**config.mk**
```make
export PLATFORM = sky130hd
export DESIGN_NAME = hoare_partition
export DESIGN_NICKNAME = d
export VERILOG_FILES = /design/src/hw/rtl/hp_pkg.sv /design/src/hw/rtl/hp_ram.sv /design/src/hw/rtl/hp_cmp.sv /design/src/hw/rtl/hoare_partition.sv
export SDC_FILE = /design/constraint.sdc
export NUM_CORES = 2
export LEC_CHECK = 0
export ABC_AREA = 1
export BUFFER_PORTS_ARGS = -buffer_cell sky130_fd_sc_hd__buf_4
export CORE_ASPECT_RATIO = 0.5
export CORE_MARGIN = 2
export CORE_UTILIZATION = 33
export DETAILED_ROUTE_END_ITERATION = 12
export PLACE_DENSITY = 0.55
export SLEW_MARGIN = 20
export SYNTH_ARGS = -nofsm -noshare
export SYNTH_HDL_FRONTEND = slang
export SYNTH_HIERARCHICAL = 1
export SYNTH_SLANG_ARGS = --single-unit
```
**constraint.sdc**
```tcl
create_clock -name aclk -period 8.1 [get_ports aclk]
set_input_delay 1.215 -clock aclk [delete_from_list [all_inputs] [get_ports aclk]]
set_output_delay 1.215 -clock aclk [all_outputs]
set_load 0.02 [all_outputs]
```
**src/hw/rtl/hp_pkg.sv**
```systemverilog
// Shared types and constants of the Hoare partition block.
package hp_pkg;

    // Fixed field widths at the ports
    localparam int ELEM_W      = 32;
    localparam int POS_W       = 6;
    localparam int TDATA_OUT_W = 48;
    localparam int OUT_PAD_W   = TDATA_OUT_W - ELEM_W - 2 * POS_W;

    // Result of the shared element/pivot compare
    typedef struct packed {
        logic lt;
        logic gt;
    } cmp_res_t;

endpackage

```
**src/hw/rtl/hp_ram.sv**
```systemverilog
// Generic single-write, single-read RAM with registered read data.
module hp_ram #(
    parameter int WIDTH = 32,
    parameter int DEPTH = 64
) (
    input  logic                     aclk,
    input  logic                     we,
    input  logic [$clog2(DEPTH)-1:0] waddr,
    input  logic [WIDTH-1:0]         wdata,
    input  logic [$clog2(DEPTH)-1:0] raddr,
    output logic [WIDTH-1:0]         rdata
);

    logic [WIDTH-1:0] mem [DEPTH];

    // Write port and registered read port
    always_ff @(posedge aclk) begin
        if (we) begin
            mem[waddr] <= wdata;
        end
        rdata <= mem[raddr];
    end

endmodule

```
**src/hw/rtl/hp_cmp.sv**
```systemverilog
// Shared signed compare of a stored element against the pivot.
module hp_cmp #(
    parameter int WIDTH = 32
) (
    input  logic signed [WIDTH-1:0] elem,
    input  logic signed [WIDTH-1:0] pivot,
    output hp_pkg::cmp_res_t        res
);

    // One magnitude compare serves both pointer walks
    always_comb begin
        res.lt = (elem < pivot);
        res.gt = (elem > pivot);
    end

endmodule

```
**src/hw/rtl/hoare_partition.sv**
```systemverilog
// Top level of the Hoare partition block: sequencer, element store and output register.
//
// Usage: array elements arrive on the s_ channel, one request each; s_tlast marks the
// final element. Up to DEPTH elements are kept; further ones are dropped and the
// array is flagged in m_tuser. On the last element the block partitions the store in
// place around element 0 (Hoare scheme) and then sends the whole array on the m_
// channel, one request per element, carrying its position and the split index j;
// m_tlast marks the final element.
// Sequence: the partition fetches the pivot (store read, then read latency), then
// advances a pointer per compare, stops each walk in its check state, and each swap adds a
// second write, then a re-read of the left element, all set by the single read port
// of the store and the one shared compare unit. Output reads the store, then loads the
// output register, for each element. s_tready is low from the last element until
// the final result sits in the output register.
// Stall: while m_tready is low the output register holds its request and the walk
// over the store waits; the next array may start loading while the final result of
// the previous one still waits.
// Reset: aresetn (synchronous, active low) empties the block; store contents are
// left undefined and need no clearing.
module hoare_partition #(
    parameter int DEPTH      = 64,
    parameter int DATA_WIDTH = 32
) (
    input  logic        aclk,
    input  logic        aresetn,
    input  logic        s_tvalid,
    output logic        s_tready,
    input  logic [31:0] s_tdata,   // [31:0] value
    input  logic        s_tlast,
    output logic        m_tvalid,
    input  logic        m_tready,
    output logic [hp_pkg::TDATA_OUT_W-1:0] m_tdata, // [31:0] element, [37:32] position,
                                                    // [43:38] split_index, [47:44] zero
    output logic        m_tlast,
    output logic        m_tuser    // [0] overflow
);

    localparam int IDX_W = $clog2(DEPTH);
    localparam int CNT_W = $clog2(DEPTH + 1);

    typedef enum logic [3:0] {
        ST_LOAD,
        ST_P_RD,
        ST_P_LAT,
        ST_L_RD,
        ST_L_CHK,
        ST_R_CHK,
        ST_SWAP,
        ST_O_RD,
        ST_O_LAT
    } state_t;

    state_t state_reg, state_next;
    logic [CNT_W-1:0] fill_reg, fill_next;
    logic             ovf_reg, ovf_next;
    logic [IDX_W-1:0] i_reg, i_next;
    logic [IDX_W-1:0] j_reg, j_next;
    logic [IDX_W-1:0] last_idx_reg, last_idx_next;
    logic [IDX_W-1:0] split_reg, split_next;
    logic [IDX_W-1:0] k_reg, k_next;
    logic signed [DATA_WIDTH-1:0] pivot_reg, pivot_next;
    logic [DATA_WIDTH-1:0] a_reg, a_next;

    logic                      m_valid_reg, m_valid_next;
    logic [hp_pkg::ELEM_W-1:0] m_elem_reg, m_elem_next;
    logic [hp_pkg::POS_W-1:0]  m_pos_reg, m_pos_next;
    logic [hp_pkg::POS_W-1:0]  m_split_reg, m_split_next;
    logic                      m_last_reg, m_last_next;
    logic                      m_ovf_reg, m_ovf_next;

    logic                  ram_we;
    logic [IDX_W-1:0]      ram_waddr, ram_raddr;
    logic [DATA_WIDTH-1:0] ram_wdata, ram_rdata;
    logic signed [DATA_WIDTH-1:0] in_value;
    hp_pkg::cmp_res_t      cmp;

    // Input value held at store width (wrapped or sign-extended)
    assign in_value = DATA_WIDTH'($signed(s_tdata));

    hp_ram #(
        .WIDTH (DATA_WIDTH),
        .DEPTH (DEPTH)
    ) u_store (
        .aclk  (aclk),
        .we    (ram_we),
        .waddr (ram_waddr),
        .wdata (ram_wdata),
        .raddr (ram_raddr),
        .rdata (ram_rdata)
    );

    hp_cmp #(
        .WIDTH (DATA_WIDTH)
    ) u_cmp (
        .elem  ($signed(ram_rdata)),
        .pivot (pivot_reg),
        .res   (cmp)
    );

    // Sequencer: load, pivot fetch, pointer walks, swaps, output sweep
    always_comb begin
        state_next    = state_reg;
        fill_next     = fill_reg;
        ovf_next      = ovf_reg;
        i_next        = i_reg;
        j_next        = j_reg;
        last_idx_next = last_idx_reg;
        split_next    = split_reg;
        k_next        = k_reg;
        pivot_next    = pivot_reg;
        a_next        = a_reg;
        m_valid_next  = m_valid_reg && !m_tready;
        m_elem_next   = m_elem_reg;
        m_pos_next    = m_pos_reg;
        m_split_next  = m_split_reg;
        m_last_next   = m_last_reg;
        m_ovf_next    = m_ovf_reg;
        ram_we        = 1'b0;
        ram_waddr     = i_reg;
        ram_wdata     = ram_rdata;
        ram_raddr     = i_reg;
        case (state_reg)
            ST_LOAD: begin
                if (s_tvalid) begin
                    if (fill_reg < CNT_W'(DEPTH)) begin
                        ram_we    = 1'b1;
                        ram_waddr = fill_reg[IDX_W-1:0];
                        ram_wdata = in_value;
                        fill_next = fill_reg + CNT_W'(1);
                    end else begin
                        ovf_next = 1'b1;
                    end
                    if (s_tlast) begin
                        state_next = ST_P_RD;
                    end
                end
            end
            ST_P_RD: begin
                ram_raddr  = '0;
                state_next = ST_P_LAT;
            end
            ST_P_LAT: begin
                // pivot arrives; start the left walk at element 0
                pivot_next    = $signed(ram_rdata);
                last_idx_next = IDX_W'(fill_reg - CNT_W'(1));
                i_next        = '0;
                j_next        = IDX_W'(fill_reg - CNT_W'(1));
                ram_raddr     = '0;
                state_next    = ST_L_CHK;
            end
            ST_L_RD: begin
                ram_raddr  = i_reg;
                state_next = ST_L_CHK;
            end
            ST_L_CHK: begin
                if (i_reg != last_idx_reg && cmp.lt) begin
                    i_next    = i_reg + IDX_W'(1);
                    ram_raddr = i_reg + IDX_W'(1);
                end else begin
                    a_next     = ram_rdata;
                    ram_raddr  = j_reg;
                    state_next = ST_R_CHK;
                end
            end
            ST_R_CHK: begin
                if (j_reg != '0 && cmp.gt) begin
                    j_next    = j_reg - IDX_W'(1);
                    ram_raddr = j_reg - IDX_W'(1);
                end else if (i_reg >= j_reg) begin
                    split_next = j_reg;
                    k_next     = '0;
                    state_next = ST_O_RD;
                end else begin
                    // first half of the swap: right element goes left
                    ram_we     = 1'b1;
                    ram_waddr  = i_reg;
                    ram_wdata  = ram_rdata;
                    state_next = ST_SWAP;
                end
            end
            ST_SWAP: begin
                ram_we     = 1'b1;
                ram_waddr  = j_reg;
                ram_wdata  = a_reg;
                i_next     = i_reg + IDX_W'(1);
                j_next     = j_reg - IDX_W'(1);
                state_next = ST_L_RD;
            end
            ST_O_RD: begin
                ram_raddr = k_reg;
                if (!m_valid_reg || m_tready) begin
                    state_next = ST_O_LAT;
                end
            end
            ST_O_LAT: begin
                m_valid_next = 1'b1;
                m_elem_next  = hp_pkg::ELEM_W'($signed(ram_rdata));
                m_pos_next   = hp_pkg::POS_W'(k_reg);
                m_split_next = hp_pkg::POS_W'(split_reg);
                m_last_next  = (k_reg == last_idx_reg);
                m_ovf_next   = ovf_reg;
                if (k_reg == last_idx_reg) begin
                    fill_next  = '0;
                    ovf_next   = 1'b0;
                    state_next = ST_LOAD;
                end else begin
                    k_next     = k_reg + IDX_W'(1);
                    state_next = ST_O_RD;
                end
            end
            default: begin
                state_next = ST_LOAD;
            end
        endcase
    end

    // State and registered outputs
    always_ff @(posedge aclk) begin
        if (!aresetn) begin
            state_reg   <= ST_LOAD;
            fill_reg    <= '0;
            ovf_reg     <= 1'b0;
            m_valid_reg <= 1'b0;
        end else begin
            state_reg   <= state_next;
            fill_reg    <= fill_next;
            ovf_reg     <= ovf_next;
            m_valid_reg <= m_valid_next;
        end
        i_reg        <= i_next;
        j_reg        <= j_next;
        last_idx_reg <= last_idx_next;
        split_reg    <= split_next;
        k_reg        <= k_next;
        pivot_reg    <= pivot_next;
        a_reg        <= a_next;
        m_elem_reg   <= m_elem_next;
        m_pos_reg    <= m_pos_next;
        m_split_reg  <= m_split_next;
        m_last_reg   <= m_last_next;
        m_ovf_reg    <= m_ovf_next;
    end

    assign s_tready = (state_reg == ST_LOAD);
    assign m_tvalid = m_valid_reg;
    assign m_tdata  = {{hp_pkg::OUT_PAD_W{1'b0}}, m_split_reg, m_pos_reg, m_elem_reg};
    assign m_tlast  = m_last_reg;
    assign m_tuser  = m_ovf_reg;

    // Fill count never runs past the store
    a_fill_bound: assert property (@(posedge aclk) disable iff (!aresetn)
        fill_reg <= CNT_W'(DEPTH))
        else $error("fill count beyond store depth");

    // Pointers stay inside the stored array during the walks
    a_ptr_bound: assert property (@(posedge aclk) disable iff (!aresetn)
        (state_reg == ST_L_CHK || state_reg == ST_R_CHK)
        |-> (i_reg <= last_idx_reg && j_reg <= last_idx_reg))
        else $error("partition pointer outside array");

    // Last element starts the pivot fetch
    a_last_starts: assert property (@(posedge aclk) disable iff (!aresetn)
        (s_tvalid && s_tready && s_tlast) |=> (state_reg == ST_P_RD))
        else $error("last element did not start partition");

    // Output register is free whenever a result is loaded into it
    a_out_free: assert property (@(posedge aclk) disable iff (!aresetn)
        (state_reg == ST_O_LAT) |-> !m_valid_reg)
        else $error("result overwrote a waiting request");

endmodule

```
After elaboration in Yosys (flattened, before gate mapping)

Memory sizes are Yosys's and may differ from the RTL's. A register that Yosys moved wholly into a read port is not among the register bits.
Cells that the tools add are included.

Output and inout bits: 52
Register bits after elaboration: 153
Input bits: 37
Logic and storage cells: 113
Bits in writable memories: 2048
Memories: 1

$add $sub $neg: 5
Reductions and logical operators: 22
Bitwise gates (word level): 2
Muxes and demuxes: 41
Eq/ne operators: 22
Order comparisons: 4

Memories:

| memory      | words | width | rd ports | clocked after Yosys merged registers in | write ports | line         | RTL |
|---|---|---|---|---|---|---|---|
| u_store.mem | 64    | 32    | 1        | 1                                       | 1           | hp_ram.sv:14 | `logic [WIDTH-1:0] mem [DEPTH];` |

Operator list:

| operator            | number |
|---|---|
| $mux 32             | 2 |
| $pmux 32 s2         | 1 |
| $mux 6              | 9 |
| $pmux 6 s3          | 2 |
| $gt 32x32->1        | 1 |
| $lt 32x32->1        | 1 |
| $pmux 4 s8          | 1 |
| $pmux 6 s2          | 2 |
| $pmux 6 s4          | 1 |
| $mux 7              | 3 |
| $mux 4              | 5 |
| $ne 2x2->1 const B  | 10 |
| $eq 4x3->1 const B  | 4 |
| $pmux 7 s2          | 1 |
| $add 6x1->6 const B | 2 |
| $reduce_and 4->1    | 3 |
| $sub 6x1->6 const B | 2 |
| $mux 1              | 11 |
| $eq 4x2->1 const B  | 2 |
| $add 7x1->7 const B | 1 |
| $lt 7x7->1 const B  | 1 |
| $eq 6x6->1          | 1 |
| $ge 6x6->1          | 1 |
| $ne 6x6->1          | 1 |
| other kinds (18)    | 28 |

Longest topological paths before layout

Word-level depth: 6
Mapped depth: 34
Depth with buffers taken out: 30

Modules after synthesis

The synthesis kept the hierarchy.

Modules (own cells, without submodules):

| module          | cells each | sequential area each (um2) | area each (um2) | times used |
|---|---|---|---|---|
| hp_ram          | 6769       | 62139.6                    | 82738.1         | 1 |
| hoare_partition | 626        | 4464.3                     | 6866.6          | 1 |
| hp_cmp          | 146        | 0.0                        | 887.1           | 1 |

Worst setup path before layout

OpenSTA, ideal clock, no wires.

Path kind: input port to flip-flop
Start: in s_tvalid
End: mem u_store.mem[49][0], enable pin
Path buffers: 3
Cell stages on the path: 9
Path slack: 1.884 ns
Data required time: 7.598 ns
Arrival: 5.714 ns
Cells stage by stage: inv_1 > nor2_1 > clkbuf_1 > clkbuf_1 > a32oi_1 > nand2_1 > clkbuf_1 > inv_1 > nor4_1

Elaborated cells between the ends (all ways): 6

RTL lines:

| element          | line                   | RTL |
|---|---|---|
| start, declared  | hoare_partition.sv:26  | `input logic s_tvalid,` |
| $mux 6           | hoare_partition.sv:124 | `if (s_tvalid) begin` |
| $pmux 6 s2       | hoare_partition.sv:122 | `case (state_reg)` |
| net ram_waddr[0] | hoare_partition.sv:72  | `logic [IDX_W-1:0] ram_waddr, ram_raddr;` |
| end, declared    | hp_ram.sv:14           |  |

The timed path passes the listed nets, and every way through them passes these cells.

==> summary.log <==
INFO  finish         registers.top_by_ff_count=u_store/mem
INFO  die            num_io_pins=89
INFO  pwr            power.combinational.fraction=17.4%
INFO  sta            fin_tns_setup=0ps
INFO  finish         post_route_cells_drive_above_1_share=8.86%
INFO  yosys          synth.most_common_cell=sky130_fd_sc_hd__nand2_1
INFO  route          via_cell_ratio=5.24
INFO  place          port-buffer-count=84
INFO  die            starting_density_of_the_core=33.3%
INFO  cts            htree_num_levels=4
INFO  global_route   antenna_violations_before_repair=30
INFO  pwr            power.share.switching=29.4%
INFO  route          detailedRoute.firstIterationViolations=7664
INFO  yosys          yosys-top-cells-count=sky130_fd_sc_hd__nand2_1 (2469), sky130_fd_sc_hd__edfxtp_1 (2188), sky130_fd_sc_hd__nand3_1 (1925)
INFO  pwr            p_int=20.2mW
INFO  flow_run       drv.max_cap_violation_count=0
INFO  die            floorplan.core_area=272000µm²
INFO  sta            rsz0062_at_grt=no
INFO  yosys          yosysTopAreaCellShare=72.6%
INFO  cts            cts_tree=done
INFO  route          detail_route.drc_violations=0
INFO  setup_path     crit_required=8870ps
INFO  global_route   grt_pass1_vias=55600
INFO  place          place_hpwl=151000µm
INFO  global_route   grt_max_degree=170
INFO  yosys          synth-seq-cells=2233
INFO  pwr            p_leak=36.0nW
INFO  setup_path     critical_path.max_stage_delay=840ps
INFO  die            die_span_in_y=374µm
INFO  cts            clock_insertion_delay_worst_skew=850ps
INFO  setup_path     worst_case_register_to_register_setup_slack=1260ps
INFO  sta            slew-limit-headroom=21.1%
INFO  yosys          ys.warnings.count=6
INFO  die            die_width=745µm
INFO  route          drt-pass1-iter-count=5
INFO  yosys          yosysSeqAreaShare=73.6%
INFO  yosys          post_synth_main_area_contributors=sky130_fd_sc_hd__edfxtp_1 (73%), sky130_fd_sc_hd__nand3_1 (11%), sky130_fd_sc_hd__nand2_1 (10%)
INFO  finish         fillers=25900
INFO  cts            root_buffer=sky130_fd_sc_hd__clkbuf_16
INFO  cts            hold_buffers_post_cts=0
INFO  sta            period_needed=6840ps
INFO  min_path       hold_path_depth=0
INFO  global_route   grt_pass1_wl=398000µm
INFO  yosys          ys.flop_type=sky130_fd_sc_hd__edfxtp_1
INFO  yosys          syn_area=90500µm²
INFO  finish         finalNetCount=7644
INFO  sta            finalHoldViolCount=0
INFO  global_route   globalRouteOverflowTotal=0
INFO  sta            setup_viol=0
INFO  pwr            net-switching-power=8.39mW
INFO  setup_path     endpoint=u_store/rdata[6]
INFO  route          postRouteAntennaNets=0
INFO  finish         area_growth=13.4%
INFO  min_path       hold_path_class=register to register
INFO  pwr            clockPowerShare=34.2%
INFO  status         run_status=finished, final reports clean
INFO  setup_path     critical-path-slowest-cell=sky130_fd_sc_hd__inv_16
INFO  sta            final_max_slew_viol_count=0
INFO  cts            clk_path_buf_depth=3
INFO  place          dpl-instance-area=95900µm²
INFO  setup_path     critical_path.startpoint=u_store/rdata[3]
INFO  yosys          cell_type_contributing_the_most_total_cell_area_after_synthesis=sky130_fd_sc_hd__edfxtp_1
INFO  setup_path     number_of_cells_traversed_by_the_worst_register_to_register_path=30
INFO  yosys          synth_enable_flop_cells=2188
INFO  sta            max_freq=0.146GHz
INFO  global_route   grt_usage=19.5%
INFO  setup_path     critical_path.max_fanout=169
INFO  pwr            power_density=279nW/µm²
INFO  sta            worst_slew_pin_tran=1180ps
INFO  yosys          post_synth_inst_count=7541
INFO  yosys          post_synth.cell_area_avg=12.0µm²
INFO  sta            fin_worst_skew=33.7ps
INFO  setup_path     worst_setup_path_end_kind=register
INFO  die            die-area=279000µm²
INFO  finish         post-route-cell-area=103000µm²
INFO  cts            post_cts_resized=0
INFO  cts            cts_made_buffers=212
INFO  die            fp-row-count=135
INFO  finish         max_reg_flops=2048
INFO  setup_path     crit_top_cell=sky130_fd_sc_hd__nand2_1
INFO  pwr            fraction_of_power_consumed_by_sequential_logic=48.4%
INFO  setup_path     timing.critical_path.from_type=register
INFO  route          vias=59600
INFO  sta            period_share=84.4%
INFO  sta            hold_ws=418ps
INFO  setup_path     worst_r2r_endpoint=u_store/rdata[6]
INFO  pwr            peakVddDrop=0.182mV
INFO  setup_path     r2r-start=u_store/rdata[3]
INFO  setup_path     critPathArrivalTime=7600ps
INFO  cts            postCtsSetupBuffers=0
INFO  place          place_congestion=0.834
INFO  yosys          synth-async-reset-ratio=0%
INFO  setup_path     crit_type=register to register
INFO  route          wire_length_after_detailed_routing=278000µm
INFO  cts            clock_sinks=2233
INFO  cts            clock_transition_at_the_registers_of_the_reported_paths=60ps
INFO  yosys          synth.lib_cells_used.distinct=40
INFO  route          drt-wirelength-per-cell=24.5µm
==> through the flow <==
stage / setup WS (ps) / utilization (%) / instances / power (mW)
after detailed placement: 1440 / 35.3 / 11000 / 19.0
after floorplan: 1880 / - / 7544 / 16.8
after global placement: 1400 / 35.3 / 11000 / 19.0
after global routing: 851 / 37.8 / 11400 / 29.6
after CTS: 1390 / 37.8 / 11400 / 28.7
final: 1260 / 37.8 / 11400 / 28.6
==> layer usage <==
layer	track usage (%)	routed length [µm]
met1	27.4	117000
met2	29.1	121000
met3	5.55	31200
met5	0	75
met4	6.15	8610
==> worst max-delay path: cells and delay by family, from the launching register on <==
family / cells / cell delay [ps]
buffers and inverters: 5 / 1950
flip-flops: 1 / 730
AO/OA/AOI/OAI: 1 / 240
adder cells (fa/ha/maj): 1 / 360
AND/OR/NAND/NOR: 23 / 3210
==> power groups by stage <==
stage | clock, mW | sequential [mW] | combinational (mW)
final | 9.77 | 13.8 | 4.97
after global routing | 10.4 | 13.9 | 5.34
after CTS | 9.91 | 13.8 | 4.92
after detailed placement | 0 | 14.1 | 4.91
after global placement | 0 | 14.1 | 4.90
after floorplan | 0 | 14.0 | 2.73
==> logic make-up after synthesis <==
| group | after synthesis | synth area share [%] |
|---|---|---|
| compound gates | 97 | 0.736 |
| xor+xnor | 18 | 0.174 |
| fa+ha+maj | 44 | 0.608 |
| buf+inv | 591 | 3.12 |
| flops | 2233 | 73.6 |
| other cells | 1 | 0.00414 |
| simple gates | 4557 | 21.8 |
==> placed cells by master (no fill, tap or decap), drive strengths merged <==
master	n
clkinvlp	2
a22oi	2
nand2	2473
o211ai	3
nand3	1926
o21ai	21
nand3b	1
xor2	13
inv	120
clkbuf	266
dfxtp	45
nor3	11
diode	6
a21o	2
nor2	115
conb	4
edfxtp	2188
a31oi	1
ha	44
a32oi	38
nand4	22
a21oi	29
buf	279
clkinv	96
xnor2	5
nor4	9
o21a	1
bufinv	18
==> final cells by class <==
type,count,area (µm²),share of cell area [%]
sequential,2233,66600,64.9
multi-input combinational,4720,21700,21.2
clock buffer,266,5620,5.48
tap,3630,4540,4.43
timing repair buffer,279,2550,2.49
clock inverter,119,1060,1.03
inverter,117,478,0.466
antenna,6,15.0,0.0146
==> worst min-delay path by stage <==
stage	from	endpoint
floorplan	split_reg[0]	m_split_reg[0]
global placement	split_reg[3]	m_split_reg[3]
detailed placement	split_reg[2]	m_split_reg[2]
CTS	split_reg[2]	m_split_reg[2]
global route	split_reg[2]	m_split_reg[2]
finish	split_reg[2]	m_split_reg[2]
Note: power is estimated with default switching activity, not from simulation.
